===== src/rtl/armpd_pkg.sv =====
// Shared types, constants and helpers for the arm position PD controller.
`default_nettype none

package armpd_pkg;

   localparam int ANGLE_BITS_DEFAULT = 24;

   localparam int CSR_INDEX_BITS = 3;
   localparam int CSR_DATA_BITS  = 16;

   typedef enum logic [CSR_INDEX_BITS-1:0] {
      CSR_KP_FAR      = 3'd0,
      CSR_KP_NEAR     = 3'd1,
      CSR_KD          = 3'd2,
      CSR_NEAR_BAND   = 3'd3,
      CSR_SETTLE_BAND = 3'd4,
      CSR_SETTLE_TICKS = 3'd5,
      CSR_CMD_LIMIT   = 3'd6
   } armpd_csr_index_type;

   typedef struct packed {
      logic [11:0] kp_far_q8;
      logic [11:0] kp_near_q8;
      logic [11:0] kd_q8;
      logic [15:0] near_band_cd;
      logic [15:0] settle_band_cd;
      logic [3:0]  settle_ticks;
      logic [6:0]  command_limit;
   } armpd_csr_type;

   localparam logic [11:0] KP_FAR_RESET       = 12'd1101;
   localparam logic [11:0] KP_NEAR_RESET      = 12'd1280;
   localparam logic [11:0] KD_RESET           = 12'd973;
   localparam logic [15:0] NEAR_BAND_RESET    = 16'd500;
   localparam logic [15:0] SETTLE_BAND_RESET  = 16'd100;
   localparam logic [3:0]  SETTLE_TICKS_RESET = 4'd10;
   localparam logic [6:0]  CMD_LIMIT_RESET    = 7'd100;

   // Control fields carried alongside the datapath
   typedef struct packed {
      logic       closed_loop;
      logic [1:0] preset_step;
      logic [7:0] stick_value;
   } armpd_ctrl_type;

   localparam logic [14:0] TARGET_R1 = 15'd3000;
   localparam logic [14:0] TARGET_R2 = 15'd700;

   // PD output scale: acc / 25600 = (acc >> 10) / 25
   localparam int PD_DIVISOR      = 25600;
   localparam int PD_DIV_SHIFT    = 10;
   localparam int PD_RECIP        = 2622;
   localparam int PD_RECIP_SHIFT  = 16;
   // Manual scale: stick * 100 / 127 as (|stick| * 825700) >> 20
   localparam int MAN_RECIP       = 825700;
   localparam int MAN_RECIP_SHIFT = 20;

   function automatic logic [14:0] preset_target(input logic [1:0] step);
      logic [14:0] t;
      case (step)
         2'd0: t = 15'd8000;
         2'd1: t = 15'd16800;
         2'd2: t = 15'd17200;
         2'd3: t = 15'd18400;
         default: t = 15'd8000;
      endcase
      return t;
   endfunction

endpackage

`default_nettype wire


===== src/rtl/armpd_front.sv =====
// Input register, button/target state, error and PD product stage.
`default_nettype none

module armpd_front import armpd_pkg::*; #(
   parameter int ANGLE_BITS = ANGLE_BITS_DEFAULT,
   localparam int EW = ANGLE_BITS + 1,
   localparam int DW = ANGLE_BITS + 2,
   localparam int PW = DW + 13
) (
   input  wire logic                  clock,
   input  wire logic                  reset,
   input  wire armpd_csr_type         csr,
   input  wire logic                  req_valid,
   output logic                       req_stall,
   input  wire logic                  req_r1_button,
   input  wire logic                  req_r2_button,
   input  wire logic                  req_step_button,
   input  wire logic signed [7:0]     req_stick_value,
   input  wire logic signed [ANGLE_BITS-1:0] req_angle_cd,
   input  wire logic                  down_ready,
   output logic                       s1_valid,
   output armpd_ctrl_type             s1_ctrl,
   output logic signed [PW-1:0]       s1_p_prod,
   output logic signed [PW-1:0]       s1_d_prod
);

   logic                  s0_valid_ff, s0_valid_in;
   logic                  s0_r1_ff, s0_r2_ff, s0_step_ff;
   logic [7:0]            s0_stick_ff;
   logic [ANGLE_BITS-1:0] s0_angle_ff;

   logic                  s1_valid_ff, s1_valid_in;
   armpd_ctrl_type        s1_ctrl_ff, s1_ctrl_in;
   logic signed [PW-1:0]  s1_p_ff, s1_p_in;
   logic signed [PW-1:0]  s1_d_ff, s1_d_in;

   logic                  loop_active_ff, loop_active_in;
   logic [14:0]           target_ff, target_in;
   logic [1:0]            cycle_step_ff, cycle_step_in;
   logic [1:0]            saved_step_ff, saved_step_in;
   logic                  step_held_ff, step_held_in;
   logic [3:0]            settle_count_ff, settle_count_in;
   logic signed [EW-1:0]  last_error_ff, last_error_in;

   logic                  s1_free, s0_move, req_fire;
   logic                  closed_v;
   logic signed [EW-1:0]  err;
   logic [EW-1:0]         abs_err;
   logic signed [DW-1:0]  diff;
   logic signed [12:0]    kp_s, kd_s;
   logic signed [EW+12:0] p_full;
   logic signed [PW-1:0]  d_full;

   assign s1_free   = !s1_valid_ff || down_ready;
   assign s0_move   = s0_valid_ff && s1_free;
   assign req_stall = s0_valid_ff && !s1_free;
   assign req_fire  = req_valid && !req_stall;

   assign s0_valid_in = req_fire || (s0_valid_ff && !s1_free);
   assign s1_valid_in = s0_move || (s1_valid_ff && !down_ready);

   always_comb begin
      loop_active_in  = loop_active_ff;
      target_in       = target_ff;
      cycle_step_in   = cycle_step_ff;
      saved_step_in   = saved_step_ff;
      step_held_in    = step_held_ff;
      settle_count_in = settle_count_ff;
      last_error_in   = last_error_ff;

      if (s0_r1_ff) begin
         cycle_step_in  = saved_step_in;
         loop_active_in = 1'b1;
         target_in      = TARGET_R1;
      end
      if (s0_r2_ff) begin
         cycle_step_in  = saved_step_in;
         loop_active_in = 1'b1;
         target_in      = TARGET_R2;
      end
      if (s0_step_ff) begin
         if (!step_held_ff) begin
            step_held_in   = 1'b1;
            saved_step_in  = cycle_step_in;
            loop_active_in = 1'b1;
            target_in      = preset_target(cycle_step_in);
            cycle_step_in  = cycle_step_in + 2'd1;
         end
      end else begin
         step_held_in = 1'b0;
      end

      closed_v = loop_active_in;
      err      = $signed({{(EW-15){1'b0}}, target_in})
                 - $signed({s0_angle_ff[ANGLE_BITS-1], s0_angle_ff});
      abs_err  = err[EW-1] ? EW'(-err) : EW'(err);
      diff     = $signed({err[EW-1], err}) - $signed({last_error_ff[EW-1], last_error_ff});
      kp_s     = (abs_err < {{(EW-16){1'b0}}, csr.near_band_cd})
                 ? $signed({1'b0, csr.kp_near_q8}) : $signed({1'b0, csr.kp_far_q8});
      kd_s     = $signed({1'b0, csr.kd_q8});
      p_full   = err * kp_s;
      d_full   = diff * kd_s;

      if (loop_active_in) begin
         last_error_in = err;
         if (abs_err < {{(EW-16){1'b0}}, csr.settle_band_cd}) begin
            settle_count_in = settle_count_ff + 4'd1;
            if (settle_count_in == csr.settle_ticks) begin
               loop_active_in  = 1'b0;
               last_error_in   = '0;
               settle_count_in = 4'd1;
            end
         end else begin
            settle_count_in = 4'd1;
         end
      end

      s1_ctrl_in.closed_loop = closed_v;
      s1_ctrl_in.preset_step = cycle_step_in;
      s1_ctrl_in.stick_value = s0_stick_ff;
      s1_p_in = {p_full[EW+12], p_full};
      s1_d_in = d_full;
   end

   always_ff @(posedge clock) begin
      if (reset) begin
         s0_valid_ff     <= 1'b0;
         s1_valid_ff     <= 1'b0;
         loop_active_ff  <= 1'b0;
         target_ff       <= '0;
         cycle_step_ff   <= '0;
         saved_step_ff   <= '0;
         step_held_ff    <= 1'b0;
         settle_count_ff <= 4'd1;
         last_error_ff   <= '0;
      end else begin
         s0_valid_ff <= s0_valid_in;
         s1_valid_ff <= s1_valid_in;
         if (s0_move) begin
            loop_active_ff  <= loop_active_in;
            target_ff       <= target_in;
            cycle_step_ff   <= cycle_step_in;
            saved_step_ff   <= saved_step_in;
            step_held_ff    <= step_held_in;
            settle_count_ff <= settle_count_in;
            last_error_ff   <= last_error_in;
         end
      end
   end

   always_ff @(posedge clock) begin
      if (req_fire) begin
         s0_r1_ff    <= req_r1_button;
         s0_r2_ff    <= req_r2_button;
         s0_step_ff  <= req_step_button;
         s0_stick_ff <= req_stick_value;
         s0_angle_ff <= req_angle_cd;
      end
      if (s0_move) begin
         s1_ctrl_ff <= s1_ctrl_in;
         s1_p_ff    <= s1_p_in;
         s1_d_ff    <= s1_d_in;
      end
   end

   assign s1_valid  = s1_valid_ff;
   assign s1_ctrl   = s1_ctrl_ff;
   assign s1_p_prod = s1_p_ff;
   assign s1_d_prod = s1_d_ff;

endmodule

`default_nettype wire


===== src/rtl/armpd_back.sv =====
// PD sum, output scaling and saturation, result register.
`default_nettype none

module armpd_back import armpd_pkg::*; #(
   parameter int ANGLE_BITS = ANGLE_BITS_DEFAULT,
   localparam int PW = ANGLE_BITS + 15,
   localparam int AW = PW + 1
) (
   input  wire logic                 clock,
   input  wire logic                 reset,
   input  wire armpd_csr_type        csr,
   input  wire logic                 s1_valid,
   input  wire armpd_ctrl_type       s1_ctrl,
   input  wire logic signed [PW-1:0] s1_p_prod,
   input  wire logic signed [PW-1:0] s1_d_prod,
   output logic                      down_ready,
   output logic                      rsp_valid,
   input  wire logic                 rsp_stall,
   output logic signed [7:0]         rsp_velocity_command,
   output logic                      rsp_closed_loop,
   output logic [1:0]                rsp_preset_step
);

   logic                 s2_valid_ff, s2_valid_in;
   armpd_ctrl_type       s2_ctrl_ff;
   logic signed [AW-1:0] s2_acc_ff, s2_acc_in;

   logic                 out_valid_ff, out_valid_in;
   logic [7:0]           out_cmd_ff, out_cmd_in;
   logic                 out_closed_ff;
   logic [1:0]           out_step_ff;

   logic                 out_free, s2_free, s2_move, s1_move;
   logic [AW-1:0]        mag;
   logic [21:0]          thresh;
   logic [11:0]          quot_in;
   logic [23:0]          pd_prod;
   logic [6:0]           pd_mag;
   logic [7:0]           stick_mag;
   logic [27:0]          man_prod;
   logic [6:0]           man_mag;

   assign out_free   = !out_valid_ff || !rsp_stall;
   assign s2_free    = !s2_valid_ff || out_free;
   assign s2_move    = s2_valid_ff && out_free;
   assign s1_move    = s1_valid && s2_free;
   assign down_ready = s2_free;

   assign s2_valid_in  = s1_move || (s2_valid_ff && !out_free);
   assign out_valid_in = s2_move || (out_valid_ff && rsp_stall);
   assign s2_acc_in    = $signed({s1_p_prod[PW-1], s1_p_prod})
                         + $signed({s1_d_prod[PW-1], s1_d_prod});

   always_comb begin
      mag       = s2_acc_ff[AW-1] ? AW'(-s2_acc_ff) : AW'(s2_acc_ff);
      thresh    = {15'd0, csr.command_limit} * 22'(PD_DIVISOR);
      quot_in   = mag[PD_DIV_SHIFT +: 12];
      pd_prod   = {12'd0, quot_in} * 24'(PD_RECIP);
      pd_mag    = (mag >= {{(AW-22){1'b0}}, thresh})
                  ? csr.command_limit : pd_prod[PD_RECIP_SHIFT +: 7];
      stick_mag = s2_ctrl_ff.stick_value[7] ? 8'(-s2_ctrl_ff.stick_value)
                                            : s2_ctrl_ff.stick_value;
      man_prod  = {20'd0, stick_mag} * 28'(MAN_RECIP);
      man_mag   = man_prod[MAN_RECIP_SHIFT +: 7];
      if (s2_ctrl_ff.closed_loop) begin
         out_cmd_in = s2_acc_ff[AW-1] ? 8'(-{1'b0, pd_mag}) : {1'b0, pd_mag};
      end else begin
         out_cmd_in = s2_ctrl_ff.stick_value[7] ? 8'(-{1'b0, man_mag}) : {1'b0, man_mag};
      end
   end

   always_ff @(posedge clock) begin
      if (reset) begin
         s2_valid_ff  <= 1'b0;
         out_valid_ff <= 1'b0;
      end else begin
         s2_valid_ff  <= s2_valid_in;
         out_valid_ff <= out_valid_in;
      end
   end

   always_ff @(posedge clock) begin
      if (s1_move) begin
         s2_ctrl_ff <= s1_ctrl;
         s2_acc_ff  <= s2_acc_in;
      end
      if (s2_move) begin
         out_cmd_ff    <= out_cmd_in;
         out_closed_ff <= s2_ctrl_ff.closed_loop;
         out_step_ff   <= s2_ctrl_ff.preset_step;
      end
   end

   assign rsp_valid            = out_valid_ff;
   assign rsp_velocity_command = out_cmd_ff;
   assign rsp_closed_loop      = out_closed_ff;
   assign rsp_preset_step      = out_step_ff;

endmodule

`default_nettype wire


===== src/rtl/arm_position_pd_with_presets.sv =====
// Top level of the arm position PD controller with presets and register file.
//
//   port group  direction  flow control         content
//   req_*       in         req_valid/req_stall  buttons, stick, measured angle
//   rsp_*       out        rsp_valid/rsp_stall  velocity command, loop flag, preset step
//   csr_*       in         csr_write_enable     register index and write data
//
// One transaction per cycle sustained while rsp_stall is low; each transaction passes
// through the input register, error/product stage, sum stage, scaling/result register.
// The target and settle state update as a transaction leaves the input register.
// Reset is synchronous; valid flags, loop state and CSRs return to their reset values.
// rsp_stall holds the result register and backs up the stages to req_stall.
`default_nettype none

module arm_position_pd_with_presets import armpd_pkg::*; #(
   parameter int ANGLE_BITS = ANGLE_BITS_DEFAULT
) (
   input  wire logic                         clock,
   input  wire logic                         reset,
   input  wire logic                         csr_write_enable,
   input  wire logic [CSR_INDEX_BITS-1:0]    csr_index,
   input  wire logic [CSR_DATA_BITS-1:0]     csr_write_data,
   input  wire logic                         req_valid,
   output logic                              req_stall,
   input  wire logic                         req_r1_button,
   input  wire logic                         req_r2_button,
   input  wire logic                         req_step_button,
   input  wire logic signed [7:0]            req_stick_value,
   input  wire logic signed [ANGLE_BITS-1:0] req_angle_cd,
   output logic                              rsp_valid,
   input  wire logic                         rsp_stall,
   output logic signed [7:0]                 rsp_velocity_command,
   output logic                              rsp_closed_loop,
   output logic [1:0]                        rsp_preset_step
);

   localparam int PW = ANGLE_BITS + 15;

   armpd_csr_type        csr_ff, csr_in;
   logic                 s1_valid, down_ready;
   armpd_ctrl_type       s1_ctrl;
   logic signed [PW-1:0] s1_p_prod, s1_d_prod;

   always_comb begin
      csr_in = csr_ff;
      if (csr_write_enable) begin
         case (armpd_csr_index_type'(csr_index))
            CSR_KP_FAR:       csr_in.kp_far_q8      = csr_write_data[11:0];
            CSR_KP_NEAR:      csr_in.kp_near_q8     = csr_write_data[11:0];
            CSR_KD:           csr_in.kd_q8          = csr_write_data[11:0];
            CSR_NEAR_BAND:    csr_in.near_band_cd   = csr_write_data;
            CSR_SETTLE_BAND:  csr_in.settle_band_cd = csr_write_data;
            CSR_SETTLE_TICKS: csr_in.settle_ticks   = csr_write_data[3:0];
            CSR_CMD_LIMIT:    csr_in.command_limit  = csr_write_data[6:0];
            default:          csr_in = csr_ff;
         endcase
      end
   end

   always_ff @(posedge clock) begin
      if (reset) begin
         csr_ff.kp_far_q8      <= KP_FAR_RESET;
         csr_ff.kp_near_q8     <= KP_NEAR_RESET;
         csr_ff.kd_q8          <= KD_RESET;
         csr_ff.near_band_cd   <= NEAR_BAND_RESET;
         csr_ff.settle_band_cd <= SETTLE_BAND_RESET;
         csr_ff.settle_ticks   <= SETTLE_TICKS_RESET;
         csr_ff.command_limit  <= CMD_LIMIT_RESET;
      end else begin
         csr_ff <= csr_in;
      end
   end

   armpd_front #(.ANGLE_BITS(ANGLE_BITS)) u_front (
      .clock           (clock),
      .reset           (reset),
      .csr             (csr_ff),
      .req_valid       (req_valid),
      .req_stall       (req_stall),
      .req_r1_button   (req_r1_button),
      .req_r2_button   (req_r2_button),
      .req_step_button (req_step_button),
      .req_stick_value (req_stick_value),
      .req_angle_cd    (req_angle_cd),
      .down_ready      (down_ready),
      .s1_valid        (s1_valid),
      .s1_ctrl         (s1_ctrl),
      .s1_p_prod       (s1_p_prod),
      .s1_d_prod       (s1_d_prod)
   );

   armpd_back #(.ANGLE_BITS(ANGLE_BITS)) u_back (
      .clock                (clock),
      .reset                (reset),
      .csr                  (csr_ff),
      .s1_valid             (s1_valid),
      .s1_ctrl              (s1_ctrl),
      .s1_p_prod            (s1_p_prod),
      .s1_d_prod            (s1_d_prod),
      .down_ready           (down_ready),
      .rsp_valid            (rsp_valid),
      .rsp_stall            (rsp_stall),
      .rsp_velocity_command (rsp_velocity_command),
      .rsp_closed_loop      (rsp_closed_loop),
      .rsp_preset_step      (rsp_preset_step)
   );

endmodule

`default_nettype wire

===== config.mk =====
export PLATFORM = sky130hd
export DESIGN_NAME = arm_position_pd_with_presets
export DESIGN_NICKNAME = d
export VERILOG_FILES = /design/src/rtl/armpd_pkg.sv /design/src/rtl/armpd_front.sv /design/src/rtl/armpd_back.sv /design/src/rtl/arm_position_pd_with_presets.sv
export SDC_FILE = /design/constraint.sdc
export NUM_CORES = 2
export LEC_CHECK = 0
export BUFFER_PORTS_ARGS = -buffer_cell sky130_fd_sc_hd__buf_2
export CAP_MARGIN = 40
export CORE_ASPECT_RATIO = 0.7
export CORE_MARGIN = 2
export CORE_UTILIZATION = 61
export CTS_BUF_LIST = sky130_fd_sc_hd__clkbuf_8
export DETAILED_ROUTE_END_ITERATION = 10
export PLACE_DENSITY_LB_ADDON = 0.25
export SYNTH_ARGS = -nofsm -noshare
export SYNTH_HDL_FRONTEND = slang
export SYNTH_SLANG_ARGS = --single-unit
export TNS_END_PERCENT = 30

===== constraint.sdc =====
create_clock -name clock -period 30.3 [get_ports clock]
set_clock_uncertainty 0.1 [all_clocks]
set_input_delay 1.515 -clock clock [delete_from_list [all_inputs] [get_ports clock]]
set_output_delay 1.515 -clock clock [all_outputs]
set_load 0.03 [all_outputs]

==> key figures <==
Routing
  – DRC viols: 6
  – DRT iter0 DRCs: 3228
  – DR vias/cell: 5.83
  – DRT Pass-1 Iters: 9
  – Routed WL: 114000 um
  – Post-DRT Antenna Nets: 0
  – Vias post-DR: 34659
  – WL per Instance: 19.2 um

Die
  – Initial Util: 61.8%
  – Num ports: 72
  – Die height: 232 um
  – Placement row count: 83
  – Die width: 330 um
  – Core area: 0.0735 sq mm
  – DIE AREA: 0.0767 sq mm

Yosys
  – Synth cell types: 93
  – Asr flop ratio synth: 0%
  – Main synth FF type: edfxtp_1
  – Yosys reg bits: 318
  – Mapped Cells: 4911
  – Synth Cell Area: 0.0454 sq mm
  – Yosys top cell by area: fa_1
  – YS warnings: 0
  – Syn nets: 6052
  – Post-synth EDFFs: 185
  – Sequential fraction of the synthesis area: 18.1%
  – Top post-synthesis cells by area: fa_1, ha_1, edfxtp_1
  – Share of the synthesized area in the top cell type: 27.2%
  – Synthesized area per cell: 9.25 sq um

Worst setup path
  – Crit Path Max Fanout: 27
  – Setup CP Type: flip-flop to flip-flop
  – Slowest stage cell, crit path: o21ai_4
  – RR Startpoint: u_front.s0_r1_ff
  – Worst EP arrival: 14.22 ns
  – Critical Path End Type: flip-flop
  – Worst Reg2Reg Path Length in Cells: 49
  – Required time worst endpoint: 30.64 ns
  – Max stage delay on crit path: 0.75 ns
  – Worst R2R End: u_front.s1_p_prod[34]
  – Worst setup SP type: flip-flop
  – Reg2reg setup slack: 16.42 ns

Job
  – MaxCap Viol Count: 0

Final layout
  – Fin nets: 6063
  – Area Overhead vs Synth: 5.79%
  – Share of post-route cells with drive strength above 1: 7.55%
  – Finished Layout Cells: 5944

Place
  – Setup slack after placement: 16.24 ns
  – GP Congestion: 0.949
  – Placed Instances: 5844
  – I/O Buffers: 71
  – Post-DP HPWL: 90700 um

STA
  – Tmin final: 13.88 ns
  – Worst Tran Pin Value: 0.958 ns
  – Final setup vio count: 0
  – Max Fclk: 0.0720 GHz
  – Unrepaired setup endpoints after global routing: no
  – Pins Over Slew Limit: 0
  – Worst relative slew slack: 35.9%
  – Final Hold Viols: 0
  – Final WS setup: 16.42 ns
  – Period utilisation layout: 45.8%
  – Setup TNS: 0 ns

CTS
  – Resized Gates After CTS: 0
  – Hold-fix buffers at CTS: 0
  – Setup bufs post-CTS: 0
  – Longest Clk Path Bufs: 3
  – CTS root buf: clkbuf_8
  – TritonCTS Buffers: 51
  – CTS tree: done
  – H-tree depth: 2
  – Clk slew on worst S/H paths: 0.07 ns
  – Clk sink count: 318
  – Worst-Skew Late Latency: 0.70 ns

Run status
  – Failing checks: design-rule violations
  – Status: finished with violations

Global route
  – First-pass GRT wire length: 188000 um
  – Largest net degree at the start of global routing: 82
  – GRT Overall Usage: 31.0%
  – Number of global-route vias before repair: 34955
  – Total congestion overflow: 0
  – Antenna violations before repair: 3

Worst hold path
  – Worst min path class: flip-flop to flip-flop
  – Hold Path End: u_back.rsp_preset_step[1]
  – Hold path depth: 0
  – Worst Hold Launch: u_back.s2_ctrl_ff[9]
==> synth_stat cells (35+ instances only) <==
library cell,n
and2_1,168
nand3_1,69
buf_2,41
nor2_1,172
clkbuf_1,148
inv_1,921
a21o_1,148
o21a_1,35
xor2_1,66
dfxtp_1,133
xnor2_1,161
a21boi_0,71
nor3_1,58
nand2_1,461
ha_1,465
a21bo_2,83
a21oi_1,307
nor2b_1,48
fa_1,617
o21ai_0,83
edfxtp_1,185
==> stage by stage <==
step / hold slack, ns / utilization [%] / instance area [sq um]
2_1_floorplan: 0.300 / - / 45400
3_3_place_gp: 0.301 / 63.5 / 46700
3_5_place_dp: 0.305 / 63.8 / 46900
4_1_cts: 0.309 / 65.3 / 48000
5_1_grt: 0.314 / 65.4 / 48100
6_report: 0.307 / 65.4 / 48100
==> cell type report <==
cell class	count	area (sq um)
diodes	2	5.00
clock buffers	58	798
clock inverters	38	294
fillers	5970	25500
inverters	923	3470
multi-input cells	3468	32900
flip-flops and latches	318	8220
well taps	977	1220
repair buffers	160	1110
==> placed cells by master, fill, tap and decap left out, types with 12 or more instances in the layout <==
master,count
a21oi_1,307
and3_1,23
inv_1,939
buf_2,71
o21ai_0,83
nand3_1,69
xnor2_1,161
xor2_1,66
or2_2,12
nand3b_1,31
and2_1,168
nand2_1,461
o21bai_1,26
fa_1,617
mux2i_1,18
dfxtp_1,133
a31oi_1,19
nor4_1,12
o31ai_1,19
a21boi_0,70
a21o_1,148
nand4_1,14
nor2b_1,47
a21boi_1,21
clkbuf_8,58
ha_1,465
nor2_1,171
nand2b_1,31
nor3_1,56
edfxtp_1,185
o21a_1,35
buf_4,78
a211oi_1,19
a21bo_2,83
a211o_1,18
or3_1,19
==> registers in the layout, summed over array words and instances (netlist names), 2 cells and up <==
name	flops
u_back.rsp_velocity_command	8
u_back.rsp_preset_step	2
u_front.s1_p_prod	38
u_front.settle_count_ff	4
u_front.s1_d_prod	39
u_back.s2_ctrl_ff	11
u_front.s0_angle_ff	24
u_front.saved_step_ff	2
u_front.last_error_ff	25
u_front.target_ff	15
u_front.s0_stick_ff	8
u_back.s2_acc_ff	40
csr_ff	79
u_front.cycle_step_ff	2
u_front.s1_ctrl	11
==> how the worst max path moves through the flow <==
stage | endpoint | cells after the start | slack [ns] | start
floorplan | u_front.s1_p_prod[35] | 52 | 18.31 | u_front.s0_r1_ff
global placement | u_front.s1_p_prod[35] | 50 | 16.69 | u_front.s0_r2_ff
detailed placement | u_front.s1_p_prod[37] | 50 | 16.24 | u_front.s0_r1_ff
CTS | u_front.s1_p_prod[37] | 50 | 16.20 | u_front.s0_r1_ff
global route | u_front.s1_p_prod[37] | 50 | 15.62 | u_front.s0_r1_ff
finish | u_front.s1_p_prod[34] | 49 | 16.42 | u_front.s0_r1_ff
==> worst max-delay path, delay by kind of cell (launching register included) <==
family / cells / cell delay, ns
mux: 1 / 0.62
fa+ha+maj: 9 / 3.66
flops: 1 / 0.46
simple gates: 8 / 1.70
buf+inv: 7 / 1.26
xor+xnor: 1 / 0.09
compound gates: 23 / 5.73
==> per-layer routing <==
layer	routed length, um	share of wire, %	track usage (%)	vias to the layer above
met5	0	0	0.575	-
met4	3500	3.1	9.45	0
met3	11300	9.9	6.80	192
met2	47400	42	45.3	1545
met1	51900	45	46.0	16945
li1	-	-	-	15977
==> logic make-up after synthesis <==
| family | Yosys count | synth area share [%] |
|---|---|---|
| AND/OR/NAND/NOR | 1169 | 12.9 |
| buffers and inverters | 1125 | 9.47 |
| multiplexers | 22 | 0.496 |
| AO/OA/AOI/OAI | 968 | 14.7 |
| adder cells (fa/ha/maj) | 1082 | 40.0 |
| XOR/XNOR | 227 | 4.38 |
| flip-flops | 318 | 18.1 |
Power is left out: the tool's default activity adds up to more than one toggle a clock period on the data nets, which glitch-free logic cannot reach.
